## src/sv/cce_pkg.sv

```systemverilog
// Package for the cubical coface enumerator: request, result and command types,
// the coface offset table and group decoding. Depends on nothing else.
`timescale 1ns / 1ps

package cce_pkg;

  localparam int IDX_BITS = 29;

  // Configuration register index; register i sits at byte address 4*i.
  localparam logic REG_THRESHOLD = 1'b0;

  // Group numbering: 0 vertex, 1..3 edge types, 4..6 square types.
  localparam logic [2:0] GRP_VERTEX = 3'd0;
  localparam logic [2:0] GRP_EDGE   = 3'd1;
  localparam logic [2:0] GRP_SQUARE = 3'd4;
  localparam logic [2:0] GRP_NONE   = 3'd7;

  localparam logic KIND_WRITE = 1'b0;
  localparam logic KIND_QUERY = 1'b1;

  typedef struct packed {
    logic               kind;
    logic [4:0]         cube_x;
    logic [4:0]         cube_y;
    logic [4:0]         cube_z;
    logic [1:0]         cube_dim;
    logic [1:0]         cube_type;
    logic signed [31:0] voxel_value;
    logic signed [31:0] birth_time;
  } cce_req_t;

  typedef struct packed {
    logic [IDX_BITS-1:0] coface_index;
    logic signed [31:0]  coface_birth;
    logic [1:0]          coface_dim;
    logic                found;
    logic                last;
  } cce_res_t;

  typedef struct packed {
    logic signed [1:0] dx;
    logic signed [1:0] dy;
    logic signed [1:0] dz;
  } offs_t;

  typedef struct packed {
    logic [1:0]        ctype;
    logic signed [1:0] ox;
    logic signed [1:0] oy;
    logic signed [1:0] oz;
    logic [2:0]        nvox;
    offs_t [3:0]       vox;
  } spec_t;

  // Commands from the controller to the datapath.
  typedef struct packed {
    logic       load;
    logic       wr;
    logic       issue;
    logic       flush;
    logic [2:0] group;
    logic [2:0] idx;
    logic [1:0] k;
    logic       first;
    logic       lastv;
  } cce_cmd_t;

  function automatic offs_t o3(input int x, input int y, input int z);
    offs_t o;
    o.dx = 2'(x);
    o.dy = 2'(y);
    o.dz = 2'(z);
    return o;
  endfunction

  function automatic spec_t mk(input int ct, input int ox, input int oy, input int oz,
                               input int n, input offs_t a, input offs_t b,
                               input offs_t c, input offs_t d);
    spec_t s;
    s.ctype  = 2'(ct);
    s.ox     = 2'(ox);
    s.oy     = 2'(oy);
    s.oz     = 2'(oz);
    s.nvox   = 3'(n);
    s.vox[0] = a;
    s.vox[1] = b;
    s.vox[2] = c;
    s.vox[3] = d;
    return s;
  endfunction

  function automatic logic [2:0] cce_group(input logic [1:0] dim, input logic [1:0] ctype);
    logic [2:0] g;
    g = GRP_NONE;
    if (dim == 2'd0) begin
      g = GRP_VERTEX;
    end else if (dim == 2'd1 && ctype != 2'd3) begin
      g = GRP_EDGE + {1'b0, ctype};
    end else if (dim == 2'd2 && ctype != 2'd3) begin
      g = GRP_SQUARE + {1'b0, ctype};
    end
    return g;
  endfunction

  function automatic logic [2:0] group_count(input logic [2:0] group);
    logic [2:0] n;
    case (group)
      3'd0:                   n = 3'd6;
      3'd1, 3'd2, 3'd3:       n = 3'd4;
      3'd4, 3'd5, 3'd6:       n = 3'd2;
      default:                n = 3'd0;
    endcase
    return n;
  endfunction

  function automatic spec_t spec_lookup(input logic [2:0] group, input logic [2:0] i);
    spec_t s;
    offs_t z;
    z = o3(0, 0, 0);
    s = mk(0, 0, 0, 0, 0, z, z, z, z);
    case (group)
      3'd0: begin
        case (i)
          3'd0: s = mk(2, 0, 0,  0, 1, o3( 0,  0,  1), z, z, z);
          3'd1: s = mk(2, 0, 0, -1, 1, o3( 0,  0, -1), z, z, z);
          3'd2: s = mk(1, 0, 0,  0, 1, o3( 0,  1,  0), z, z, z);
          3'd3: s = mk(1, 0, -1, 0, 1, o3( 0, -1,  0), z, z, z);
          3'd4: s = mk(0, 0, 0,  0, 1, o3( 1,  0,  0), z, z, z);
          3'd5: s = mk(0, -1, 0, 0, 1, o3(-1,  0,  0), z, z, z);
          default: s = mk(0, 0, 0, 0, 0, z, z, z, z);
        endcase
      end
      3'd1: begin
        case (i)
          3'd0: s = mk(1, 0, 0,  0, 2, o3(0,  0,  1), o3(1,  0,  1), z, z);
          3'd1: s = mk(1, 0, 0, -1, 2, o3(0,  0, -1), o3(1,  0, -1), z, z);
          3'd2: s = mk(0, 0, 0,  0, 2, o3(0,  1,  0), o3(1,  1,  0), z, z);
          3'd3: s = mk(0, 0, -1, 0, 2, o3(0, -1,  0), o3(1, -1,  0), z, z);
          default: s = mk(0, 0, 0, 0, 0, z, z, z, z);
        endcase
      end
      3'd2: begin
        case (i)
          3'd0: s = mk(2, 0, 0,  0, 2, o3( 0, 0,  1), o3( 0, 1,  1), z, z);
          3'd1: s = mk(2, 0, 0, -1, 2, o3( 0, 0, -1), o3( 0, 1, -1), z, z);
          3'd2: s = mk(0, 0, 0,  0, 2, o3( 1, 0,  0), o3( 1, 1,  0), z, z);
          3'd3: s = mk(0, -1, 0, 0, 2, o3(-1, 0,  0), o3(-1, 1,  0), z, z);
          default: s = mk(0, 0, 0, 0, 0, z, z, z, z);
        endcase
      end
      3'd3: begin
        case (i)
          3'd0: s = mk(2, 0, 0,  0, 2, o3( 0,  1, 0), o3( 0,  1, 1), z, z);
          3'd1: s = mk(2, 0, -1, 0, 2, o3( 0, -1, 0), o3( 0, -1, 1), z, z);
          3'd2: s = mk(1, 0, 0,  0, 2, o3( 1,  0, 0), o3( 1,  0, 1), z, z);
          3'd3: s = mk(1, -1, 0, 0, 2, o3(-1,  0, 0), o3(-1,  0, 1), z, z);
          default: s = mk(0, 0, 0, 0, 0, z, z, z, z);
        endcase
      end
      3'd4: begin
        case (i)
          3'd0: s = mk(0, 0, 0, 0, 4, o3(0, 0, 1), o3(1, 0, 1), o3(0, 1, 1), o3(1, 1, 1));
          3'd1: s = mk(0, 0, 0, -1, 4, o3(0, 0, -1), o3(1, 0, -1), o3(0, 1, -1),
                       o3(1, 1, -1));
          default: s = mk(0, 0, 0, 0, 0, z, z, z, z);
        endcase
      end
      3'd5: begin
        case (i)
          3'd0: s = mk(0, 0, 0, 0, 4, o3(0, 1, 0), o3(1, 1, 0), o3(0, 1, 1), o3(1, 1, 1));
          3'd1: s = mk(0, 0, -1, 0, 4, o3(0, -1, 0), o3(1, -1, 0), o3(0, -1, 1),
                       o3(1, -1, 1));
          default: s = mk(0, 0, 0, 0, 0, z, z, z, z);
        endcase
      end
      3'd6: begin
        case (i)
          3'd0: s = mk(0, 0, 0, 0, 4, o3(1, 0, 0), o3(1, 1, 0), o3(1, 0, 1), o3(1, 1, 1));
          3'd1: s = mk(0, -1, 0, 0, 4, o3(-1, 0, 0), o3(-1, 1, 0), o3(-1, 0, 1),
                       o3(-1, 1, 1));
          default: s = mk(0, 0, 0, 0, 0, z, z, z, z);
        endcase
      end
      default: s = mk(0, 0, 0, 0, 0, z, z, z, z);
    endcase
    return s;
  endfunction

endpackage

```

## src/sv/cce_ctrl.sv

```systemverilog
// Controller of the coface enumerator: walks cofaces and their voxels one step
// a cycle and drives the datapath by commands. Depends on cce_pkg.
`timescale 1ns / 1ps

module cce_ctrl
  import cce_pkg::*;
(
  input  logic     clk,
  input  logic     rst,
  input  logic     start,
  input  cce_req_t req,
  output logic     busy,
  output cce_cmd_t cmd
);

  localparam logic [1:0] ST_IDLE  = 2'd0;
  localparam logic [1:0] ST_SCAN  = 2'd1;
  localparam logic [1:0] ST_FLUSH = 2'd2;

  logic [1:0] state, state_next;
  logic [2:0] group, group_next;
  logic [2:0] idx, idx_next;
  logic [1:0] k, k_next;

  logic       accept;
  logic [2:0] req_group;
  spec_t      sp;
  logic       lastv;

  assign accept    = start && !busy;
  assign req_group = cce_group(req.cube_dim, req.cube_type);
  assign sp        = spec_lookup(group, idx);
  assign lastv     = ({1'b0, k} == sp.nvox - 3'd1);
  assign busy      = (state != ST_IDLE);

  always_comb begin
    state_next = state;
    group_next = group;
    idx_next   = idx;
    k_next     = k;
    cmd        = '0;
    cmd.group  = group;
    cmd.idx    = idx;
    cmd.k      = k;
    cmd.first  = (k == 2'd0);
    cmd.lastv  = lastv;
    case (state)
      ST_IDLE: begin
        if (accept) begin
          if (req.kind == KIND_QUERY) begin
            cmd.load   = 1'b1;
            group_next = req_group;
            idx_next   = 3'd0;
            k_next     = 2'd0;
            state_next = (req_group == GRP_NONE) ? ST_FLUSH : ST_SCAN;
          end else begin
            cmd.wr = 1'b1;
          end
        end
      end
      ST_SCAN: begin
        cmd.issue = 1'b1;
        if (lastv) begin
          k_next = 2'd0;
          if (idx == group_count(group) - 3'd1) begin
            state_next = ST_FLUSH;
          end else begin
            idx_next = idx + 3'd1;
          end
        end else begin
          k_next = k + 2'd1;
        end
      end
      ST_FLUSH: begin
        cmd.flush  = 1'b1;
        state_next = ST_IDLE;
      end
      default: state_next = ST_IDLE;
    endcase
  end

  always_ff @(posedge clk) begin
    if (rst) begin
      state <= ST_IDLE;
      group <= GRP_NONE;
      idx   <= 3'd0;
      k     <= 2'd0;
    end else begin
      state <= state_next;
      group <= group_next;
      idx   <= idx_next;
      k     <= k_next;
    end
  end

  a_flush_once: assert property (@(posedge clk) disable iff (rst)
    state == ST_FLUSH |=> state == ST_IDLE)
    else $error("controller stayed in flush");

  a_k_in_range: assert property (@(posedge clk) disable iff (rst)
    state == ST_SCAN |-> ({1'b0, k} < sp.nvox && idx < group_count(group)))
    else $error("voxel step beyond the coface table");

  a_bad_query: assert property (@(posedge clk) disable iff (rst)
    (accept && req.kind == KIND_QUERY && req_group == GRP_NONE) |=> state == ST_FLUSH)
    else $error("invalid query did not go straight to flush");

endmodule

```

## config.mk

```make
export PLATFORM = sky130hd
export DESIGN_NAME = cce_ctrl
export DESIGN_NICKNAME = d
export VERILOG_FILES = /design/src/sv/cce_pkg.sv /design/src/sv/cce_ctrl.sv
export SDC_FILE = /design/constraint.sdc
export NUM_CORES = 1
export LEC_CHECK = 0
export BUFFER_PORTS_ARGS = -buffer_cell sky130_fd_sc_hd__buf_2
export CAP_MARGIN = 20
export CORE_MARGIN = 5
export CORE_UTILIZATION = 29
export CTS_BUF_LIST = sky130_fd_sc_hd__clkbuf_16
export DETAILED_ROUTE_END_ITERATION = 8
export HOLD_SLACK_MARGIN = 0.05
export MAX_ROUTING_LAYER = met4
export PLACE_DENSITY = 0.74
export RECOVER_POWER = 100
export SLEW_MARGIN = 20
export SYNTH_ARGS = -nofsm -noshare
export SYNTH_HDL_FRONTEND = slang
export SYNTH_SLANG_ARGS = --single-unit
```

## constraint.sdc

```tcl
create_clock -name clk -period 2.3 [get_ports clk]
set_clock_uncertainty 0.05 [all_clocks]
set_input_delay 0.23 -clock clk [delete_from_list [all_inputs] [get_ports clk]]
set_output_delay 0.23 -clock clk [all_outputs]
set_load 0.03 [all_outputs]
```

[Word-level counts from Yosys, hierarchy flattened]
Cells that the tools add are included.
Word-level totals
  register bits after elaboration: 10
  output and inout port bits: 15
  logic and storage cells: 86
Cells by class
  add/sub/neg operators: 6
  equal/unequal tests: 24
  mux-type cells: 35
  reductions and logical operators: 17
Operators by type and width (number)
  26-bit one-hot mux with 4 select lines: 3
  27-bit one-hot mux with 7 select lines: 1
  27-bit one-hot mux with 2 select lines: 3
  25-bit one-hot mux with 6 select lines: 1
  3-bit two-way mux: 9
  2-bit two-way mux: 10
  3-bit == test (second input constant): 6
  3-bit by 2-bit == test with 1-bit output (second input constant): 4
  2-bit inequality test (second input constant): 6
  3-bit one-hot mux with 3 select lines: 1
  2-bit one-hot mux with 2 select lines: 2
  3-bit by 1-bit == test with 1-bit output (second input constant): 2
  2-bit logical NOT: 3
  3-bit logical NOT: 2
  3-bit one-hot mux with 2 select lines: 1
  3-bit AND reduction: 2
  3-bit OR reduction: 2
  3-bit by 1-bit subtractor with 3-bit output (second input constant): 2
  5-bit AND reduction: 1
  2-bit by 1-bit == test with 1-bit output (second input constant): 2
  2-bit == test (second input constant): 2
  1-bit two-way mux: 4
  4-bit AND reduction: 1
  2-bit nonzero test: 2
  other kinds (8): 10

[Depth between registers and ports, before layout]
Gate-level depths: netlist of the first run.
  depth after elaboration: 12
  depth in mapped cells: 10
  gate-level depth less buffers: 10

[Worst setup path before layout of the first run]
No wires, ideal clock.
  kind: flip-flop to flip-flop
  from: register idx[0]
  to: register state[0]
  library setup time: 0.115 ns
  data arrival time: 2.553 ns
  data required time: 2.135 ns
  path slack: -0.418 ns
  stages on the path, launching flop included: 10
  buffers on the path: 0
  period minus slack after synthesis: 2.718 ns
  cell sequence: dfxtp_1 > inv_1 > ha_1 > or3_1 > o21ai_0 > ha_1 > xnor2_1 > a221oi_4 > and4_1 > a2111oi_0
On the way
  cells in the longest elaborated chain, start to end: 7
Ends and longest elaborated chain
  start: declaration: RTL line cce_ctrl.sv:22  | logic [2:0] idx, idx_next;
  start signal: assignment: RTL line cce_ctrl.sv:91  | idx <= idx_next;
  3-bit == test, or another cell as far along
  25-bit one-hot mux with 6 select lines, or another cell as far along: RTL line cce_pkg.sv:123  | case (i)
  27-bit one-hot mux with 7 select lines *: RTL line cce_pkg.sv:121  | case (group)
  3-bit by 1-bit subtractor with 3-bit output *: RTL line cce_ctrl.sv:33  | assign lastv = ({1'b0, k} == sp.nvox - 3'd1);
  2-bit by 3-bit == test with 1-bit output *: RTL line cce_ctrl.sv:33
  named net lastv: RTL line cce_ctrl.sv:28  | logic lastv;
  2-bit inequality test (no line) *
  4-bit AND reduction (no line) *
  end signal: assignment: RTL line cce_ctrl.sv:89  | state <= state_next;
  end: declaration: RTL line cce_ctrl.sv:20  | logic [1:0] state, state_next;
Mark *: on every way through the listed nets, which the timed path passes. The rest lies on a longest branch.
A chain may end at the register's enable or synchronous reset.

==> impl_metrics.tcl, run 1 <==
set metrics [dict create \
    startpoint_type "flop" \
    setup_tns_ps -1140 \
    endpoint_kind "output pin" \
    whs_ps 305 \
    firstDrtPassIters 4 \
    setup_viol 8 \
    crit_arrival_ps 2230 \
    synth_top_area_cell "dfxtp_1" \
    cts-root-buf "clkbuf_16" \
    clk_latency_ps 230 \
    start_util 0.304 \
    area_delta_synth_final_pct 57.1 \
    rsz0062_at_grt "true" \
    relSlewSlack 0.616 \
    hold_viol 0 \
    clock-sinks 10 \
    r2r-start "idx[0]$_SDFFE_PP0P_" \
    cpLargestDelayFamily "adder cells" \
    synthCells 101 \
    ir_drop_mv 0.438 \
    syn_area_um2 840 \
    crit_path_max_fanout 4 \
    maxCapViolCount 0 \
    core_mm2 0.00276 \
    vias_per_cell 5.42 \
    finalMaxSlewViolations 0 \
    yosys_warnings 0 \
    fin_ws_ps -209 \
    grt_pass1_vias 908 \
    cp_cell_sequence "ha_4, ha_4, or3_4, o21ai_4, ha_4, xnor2_4, a221oi_4, buf_6" \
    grt_max_degree 15 \
    grt_use_met1 0.117 \
    synth-async-reset-ratio 0 \
    drive_gt1_frac 0.396 \
    cpMaxStageDelayCell "dfxtp_4" \
    cp_slowest_stage_delay_ps 360 \
    powerDensity_mw_per_mm2 478 \
    max_slew.worst_pin.slew_ps 571 \
    synth_cell_types 40 \
    fin_area_mm2 0.00132 \
    die-area_mm2 0.00407 \
    final_cell_mix "buf_4 (13), clkbuf_1 (12), buf_2 (8)" \
    post_drt_wl_per_cell_um 13.4 \
    status "finished, violations left" \
    avgSynthCellArea_um2 8.31 \
    min-delay-start "rst" \
    busiest_layer "met2" \
    r2r_slack_ps -180 \
    io_buffers 22 \
    placed_area_mm2 0.00112 \
    timing.fmax_ghz 0.399 \
    critPathKind "flop to output pin" \
    gp_congestion 0.759 \
    totalWireLength_um 2280 \
    drc 0 \
    violations "negative setup slack" \
    finalCritPeriodShare 1.09 \
    gr-usage-met3 0.0158 \
    ys_seq_elements 10 \
    die_h_um 63.8 \
    seq_area_frac_synth 0.238 \
    antenna_cells 0 \
    gr-total-overflow 0 \
    min_path_type "input pin to flop" \
    holdPathEnd "k[0]$_SDFFE_PP0P_" \
    crit_path_frequent_cell "ha_4" \
    synth_ff_type "dfxtp_1" \
    synth_area_leaders "dfxtp_1 (24%), ha_1 (12%), nand2b_1 (3.7%), or2_2 (3.7%), a21oi_1 (3.6%)" \
    gr-usage-met2 0.214 \
    r2r_cells 10 \
    num_rows 19 \
    htree_levels 1 \
    critical_path_buf_inv_count 1 \
    p_leak_nw 0.504 \
    fp.dieW_um 63.8 \
    ios 102 \
    layout_commonest_cell "buf_4" \
    cts_made_buffers 3 \
    antenna_found_initial 0 \
    holdPathStages 2 \
    layout.nets 235 \
    vias 921 \
    syn_nets 196 \
    clk_pin_slew_worst_paths_ps 40 \
    dpl.hpwl_um 1730 \
    grt_pass1_wl_um 3760 \
    drtIter0Drc 21 \
    r2r-end "state[1]$_SDFFE_PP0P_" \
    synth_edf_count 0 \
    track_usage 0.114 \
    ant_nets 0 \
    cp.required_ps 2020 \
    fin_crit_ps 2510 \
    synth_top_area_share 0.238 \
    tritoncts "yes" \
    cts_buffer_depth 2 \
]
## state kept, by name, summed over array words and instances, names as in the netlist
register  cells
group         3
idx           3
k             2
state         2
## worst max-delay path by stage
stage,endpoint,slack [ps],from,depth (start not counted)
floorplan,state[0]$_SDFFE_PP0P_,-80,idx[1]$_SDFFE_PP0P_,9
global placement,cmd[0],-140,idx[1]$_SDFFE_PP0P_,8
detailed placement,state[0]$_SDFFE_PP0P_,-310,idx[0]$_SDFFE_PP0P_,9
CTS,cmd[0],-230,idx[1]$_SDFFE_PP0P_,8
global route,cmd[0],-290,idx[1]$_SDFFE_PP0P_,8
finish,cmd[0],-210,idx[0]$_SDFFE_PP0P_,8
## layout make-up
| cell class | count | area, µm² |
|---|---|---|
| fill | 259 | 1440 |
| tap | 31 | 38.8 |
| multi-input combinational | 80 | 726 |
| clock inverter | 1 | 3.75 |
| timing repair buffer | 38 | 233 |
| inverter | 7 | 31.3 |
| clock buffer | 3 | 75.1 |
| sequential | 10 | 211 |
## synthesized netlist by cell type (3+ instances only)
library cell and n:
o21ai_0 5, a21oi_1 6, nor2_1 7, dfxtp_1 10
o32a_1 3, clkbuf_1 3, ha_1 8, inv_1 7
or2_2 5, nand2b_1 5, nand3_1 3, nor2b_1 4
## metal layers
metal	part of all wire	wire, µm	vias up
met5	0	0	-
met4	0.0092	21	0
met3	0.029	65	4
met2	0.53	1210	18
met1	0.43	977	441
li1	-	-	458
## through the flow
step	util	instances	setup slack (ps)	total power, W
4_1_cts	0.460	169	-225	0.000630
5_1_grt	0.478	170	-294	0.000659
6_report	0.478	170	-209	0.000630
2_1_floorplan	-	101	-78.1	0.000276
3_5_place_dp	0.407	162	-305	0.000316
3_3_place_gp	0.407	162	-140	0.000311
## cell families after synthesis
kind of cell / count (synthesis) / synth area share
and+or+nand+nor: 37 / 0.256
AOI/OAI and AO/OA: 34 / 0.322
buffers and inverters: 11 / 0.0537
DFF: 10 / 0.238
adders and majority gates: 8 / 0.119
xor gates and xnor gates: 1 / 0.0104
## where the power goes
| part | total [W] | switching (W) | internal [W] |
|---|---|---|---|
| clock | 0.000306 | 0.0000788 | 0.000228 |
| combinational | 0.000138 | 0.0000859 | 0.0000519 |
| sequential | 0.000186 | 0.00000804 | 0.000178 |
## timing repair
item | CTS | global route
hold buffers | 0 | 0
gates cloned | 0 | 0
endpoints found under the setup margin | 8 | 8
buffers inserted | 3 | 1
gates resized for setup | 9 | 11
pin swaps | 5 | 3
Power figures use the tool's default switching activity.
==> run 2: changes to the inputs <==
PLACE_DENSITY = 0.75   (was 0.74)
==> run 2 against run 1 <==
Net effect: the run still ends with negative setup slack left; cell count is 2.4% lower; sequential cell count unchanged; die area unchanged; clock-buffer cell count unchanged; register-to-register slack better by 50 ps; sequential power is essentially flat; combinational power barely moved; global-route usage rose by 0.19 points; worst setup slack improved by 42 ps; total power up 1.3%; clock power rose by 2%; critical endpoint unchanged; largest power group unchanged; highest routed layer unchanged.
==> impl_metrics.tcl, run 2 (synthesis results as in run 1) <==
set metrics [dict create \
    status "finished, violations left" \
    violations "negative setup slack" \
    place_ws_ps -185 \
    endpoint_kind "output pin" \
    post_drt_wl_per_cell_um 14.2 \
    num_rows 19 \
    r2r_cells 10 \
    p_leak_nw 0.510 \
    rsz0062_at_grt "true" \
    finalMaxSlewViolations 0 \
    final_util 0.467 \
    clk_latency_ps 240 \
    cts_hold_buf 0 \
    fin_crit_ps 2470 \
    cts-root-buf "clkbuf_16" \
    min-delay-start "rst" \
    holdPathStages 2 \
    fillCellCount 274 \
    powerDensity_mw_per_mm2 496 \
    clock-sinks 10 \
    die_h_um 63.8 \
    ios 102 \
    timing.fmax_ghz 0.405 \
    fp.dieW_um 63.8 \
    final_cell_mix "buf_2 (17), buf_4 (10), nor2_1 (7), dfxtp_1 (7)" \
    crit_path_max_fanout 5 \
    cts_made_buffers 3 \
    p_switching_w 0.000178 \
    htree_levels 1 \
    grt_max_degree 15 \
    seqCellArea_um2 211 \
    setup_tns_ps -720 \
    cts_buffer_depth 2 \
    max_slew.worst_pin.slew_ps 494 \
    core_mm2 0.00276 \
    multiInputGateArea_um2 718 \
    power_frac_seq 0.291 \
    finalCritPeriodShare 1.07 \
    dpl.hpwl_um 1780 \
    crit_arrival_ps 2190 \
    p_int_w 0.000460 \
    r2r-end "state[1]$_SDFFE_PP0P_" \
    antenna_cells 0 \
    r2r-start "idx[0]$_SDFFE_PP0P_" \
    drive_gt1_frac 0.452 \
    startpoint_type "flop" \
    vias 920 \
    drtIter0Drc 25 \
    final_cells 166 \
    die-area_mm2 0.00407 \
    tritoncts "yes" \
    totalWireLength_um 2360 \
    numPlacedInstances 161 \
    min_path_type "input pin to flop" \
    total_power_w 0.000638 \
    layout.nets 231 \
    cp.required_ps 2020 \
    ant_nets 0 \
    io_buffers 22 \
    gr-total-overflow 0 \
    top_regs "group (3), idx (3)" \
    area_delta_synth_final_pct 53.4 \
    layout_commonest_cell "buf_2" \
    setup_viol 7 \
    pwr-share-clk 0.491 \
    r2r_slack_ps -130 \
    critPathKind "flop to output pin" \
    startpoint "idx[0]$_SDFFE_PP0P_" \
    drc 0 \
    start_util 0.304 \
    firstDrtPassIters 4 \
    maxCapViolCount 0 \
    crit_path_end "cmd[0]" \
    netSwitchingFraction 0.279 \
    clk_pin_slew_worst_paths_ps 40 \
    fin_ws_ps -168 \
    track_usage 0.116 \
    hold_viol 0 \
    relSlewSlack 0.668 \
    grt_pass1_wl_um 3750 \
    grt_pass1_vias 926 \
    comb_power_share 0.218 \
    antenna_found_initial 0 \
    vias_per_cell 5.54 \
    ir_drop_mv 0.295 \
    gp_congestion 0.781 \
]
-- run 2: layer usage --
metal	part of all wire	GRT usage	vias up
met5	0	-	-
met4	0.011	0.0390	0
met3	0.055	0.0385	4
met2	0.52	0.214	27
met1	0.41	0.112	436
li1	-	-	453
-- run 2: how the worst min path moves through the flow --
stage,end,slack [ps]
detailed placement,k[0]$_SDFFE_PP0P_,460
floorplan,group[1]$_SDFFE_PP1P_,370
CTS,state[0]$_SDFFE_PP0P_,290
finish,k[0]$_SDFFE_PP0P_,320
global placement,k[0]$_SDFFE_PP0P_,440
global route,k[0]$_SDFFE_PP0P_,330
-- run 2: layout make-up --
type                    instances  share of cell area
clock buffers                   3              0.0583
clock inverters                 1             0.00292
inverters                       7              0.0243
multi-input cells              80               0.558
flip-flops and latches         10               0.164
well taps                      31              0.0301
repair buffers                 34               0.162
-- run 2: repair_timing --
item,4_1_cts,5_1_grt
setup buffers,1,0
endpoints found under the setup margin,8,8
gates resized for setup,10,9
pin swaps,5,1
-- run 2: critical path, stage by stage (launching register included) --
cell	delay, ps
dfxtp_4	360
ha_4	160
ha_4	160
or3_4	350
o21ai_4	150
ha_4	230
xnor2_4	130
a221oi_4	230
buf_6	170
-- run 2: per-stage QoR --
| step | hold slack, ps | cell area [µm²] |
|---|---|---|
| after floorplan | 374 | 903 |
| final | 325 | 1290 |
| after CTS | 292 | 1230 |
| after global placement | 445 | 1120 |
| after detailed placement | 458 | 1120 |
| after global routing | 330 | 1290 |
-- run 2: power groups by stage --
stage | sequential [W] | combinational [W] | clock [W]
6_report | 0.000186 | 0.000139 | 0.000313
5_1_grt | 0.000187 | 0.000151 | 0.000326
4_1_cts | 0.000185 | 0.000131 | 0.000317
3_5_place_dp | 0.000188 | 0.000128 | 0
3_3_place_gp | 0.000188 | 0.000123 | 0
2_1_floorplan | 0.000201 | 0.0000750 | 0
==> run 3: changes to the inputs <==
CORE_UTILIZATION = 35   (was 29)
PLACE_DENSITY = 0.84   (was 0.75)
clock period = 2.95 ns   (was 2.3 ns; I/O delays follow)
==> run 3 against run 2 <==
Net effect: the flow now finishes without violations; register-to-register slack better by 310 ps; cell count down 9.0%; sequential power decreased by 19%; hold slack better by 37 ps; critical path depth stayed put; largest cell class unchanged; highest routed layer is now met3.
==> impl_metrics.tcl, run 3 (synthesis results as in run 1) <==
set metrics [dict create \
    crit_arrival_ps 2440 \
    finalCritPeriodShare 0.943 \
    clk_pin_slew_worst_paths_ps 40 \
    maxCapViolCount 0 \
    clk_latency_ps 230 \
    start_util 0.372 \
    min-delay-start "rst" \
    cts-root-buf "clkbuf_16" \
    vias 848 \
    p_switching_w 0.000124 \
    place_ws_ps 157 \
    total_power_w 0.000470 \
    fp.dieW_um 59.0 \
    grt_pass1_vias 856 \
    max_slew.worst_pin.slew_ps 491 \
    final_cell_mix "clkbuf_1 (14), ha_1 (8), dfxtp_1 (8)" \
    relSlewSlack 0.673 \
    htree_levels 1 \
    r2r-end "state[0]$_SDFFE_PP0P_" \
    timing.fmax_ghz 0.360 \
    ant_nets 0 \
    holdPathStages 2 \
    p_int_w 0.000346 \
    layout_commonest_cell "clkbuf_1" \
    critPathKind "flop to output pin" \
    dpl.hpwl_um 1590 \
    die_h_um 59.0 \
    firstDrtPassIters 4 \
    p_leak_nw 0.391 \
    drc 0 \
    hold_viol 0 \
    fin_crit_ps 2780 \
    top_regs "group (3), idx (3)" \
    crit_path_max_fanout 8 \
    startpoint_type "flop" \
    antenna_found_initial 0 \
    gr-total-overflow 0 \
    r2r-start "idx[0]$_SDFFE_PP0P_" \
    vias_per_cell 5.62 \
    track_usage 0.135 \
    cts_hold_buf 0 \
    setup_viol 0 \
    tritoncts "yes" \
    fin_area_mm2 0.00103 \
    drtIter0Drc 41 \
    antenna_cells 0 \
    totalWireLength_um 2150 \
    setup_tns_ps 0 \
    io_buffers 22 \
    min_path_type "input pin to flop" \
    whs_ps 361 \
    pwr-share-clk 0.493 \
    ios 102 \
    r2r_slack_ps 180 \
    netSwitchingFraction 0.264 \
    num_rows 17 \
    fin_ws_ps 170 \
    endpoint_kind "output pin" \
    rsz0062_at_grt "false" \
    placed_area_um2 966 \
    cts_made_buffers 3 \
    die-area_mm2 0.00348 \
    grt_max_degree 15 \
    r2r_cells 10 \
    gp_congestion 0.861 \
    cp.required_ps 2610 \
    clock-sinks 10 \
    cts_buffer_depth 2 \
    ir_drop_mv 0.213 \
    finalMaxSlewViolations 0 \
    grt_pass1_wl_um 3540 \
    comb_power_share 0.186 \
    status "finished, final reports clean" \
    layout.nets 220 \
    holdPathEnd "k[1]$_SDFFE_PP0P_" \
    powerDensity_mw_per_mm2 457 \
    drive_gt1_frac 0.163 \
    area_delta_synth_final_pct 22.7 \
    power_frac_seq 0.322 \
    core_mm2 0.00225 \
    post_drt_wl_per_cell_um 14.2 \
]
## run 3: cell types whose count changed in the layout (fill, tap and decap cells not counted), sizes merged
cell | before | now
clkinv | 1 | 0
clkbuf | 7 | 18
buf | 30 | 8
## run 3: layout make-up
type | instances | area (µm²)
Fill cell | 239 | 1220
Sequential cell | 10 | 203
Tap cell | 28 | 35.0
Timing Repair Buffer | 23 | 100
Clock buffer | 3 | 75.1
Inverter | 7 | 26.3
Multi-Input combinational cell | 80 | 591
## run 3: worst max-delay path: stages, from the launching register on
cell	delay, ps
dfxtp_2	360
ha_1	210
ha_1	200
or3_1	360
o21ai_0	180
ha_1	260
xnor2_1	150
a221oi_4	220
clkbuf_2	250
## run 3: power by group through the flow
stage	combinational [W]	clock, W	sequential, W
global route	0.0000953	0.000248	0.000153
finish	0.0000873	0.000232	0.000151
CTS	0.0000909	0.000240	0.000151
global placement	0.0000860	0	0.000152
detailed placement	0.0000898	0	0.000153
floorplan	0.0000572	0	0.000159
## run 3: metrics by stage
step | util | instances
floorplan | - | 101
global placement | 0.428 | 147
detailed placement | 0.428 | 147
CTS | 0.465 | 151
global route | 0.457 | 151
finish | 0.457 | 151
## run 3: worst max path at each step
stage / from / to / slack [ps] / cells past startpoint
2_1_floorplan: idx[0]$_SDFFE_PP0P_ / cmd[0] / 220 / 8
3_3_place_gp: idx[0]$_SDFFE_PP0P_ / cmd[0] / 240 / 8
3_5_place_dp: idx[0]$_SDFFE_PP0P_ / cmd[0] / 160 / 8
4_1_cts: idx[0]$_SDFFE_PP0P_ / cmd[0] / 70 / 8
5_1_grt: idx[2]$_SDFFE_PP0P_ / state[0]$_SDFFE_PP0P_ / 9 / 10
6_report: idx[0]$_SDFFE_PP0P_ / cmd[0] / 170 / 8
## run 3: repair_timing
action	4_1_cts	5_1_grt
setup endpoints to repair	1	3
endpoints found under the hold margin	0	0
buffers inserted	1	0
resized for setup	0	2
## run 3: routing by layer
layer  routed length [µm]  global-route usage  vias to the layer above
li1                     -                   -                      429
met1                  908               0.143                      394
met2                 1100               0.233                       25
met3                  137              0.0174                        0
met4                    0              0.0874                        0
met5                    0                   -                        -
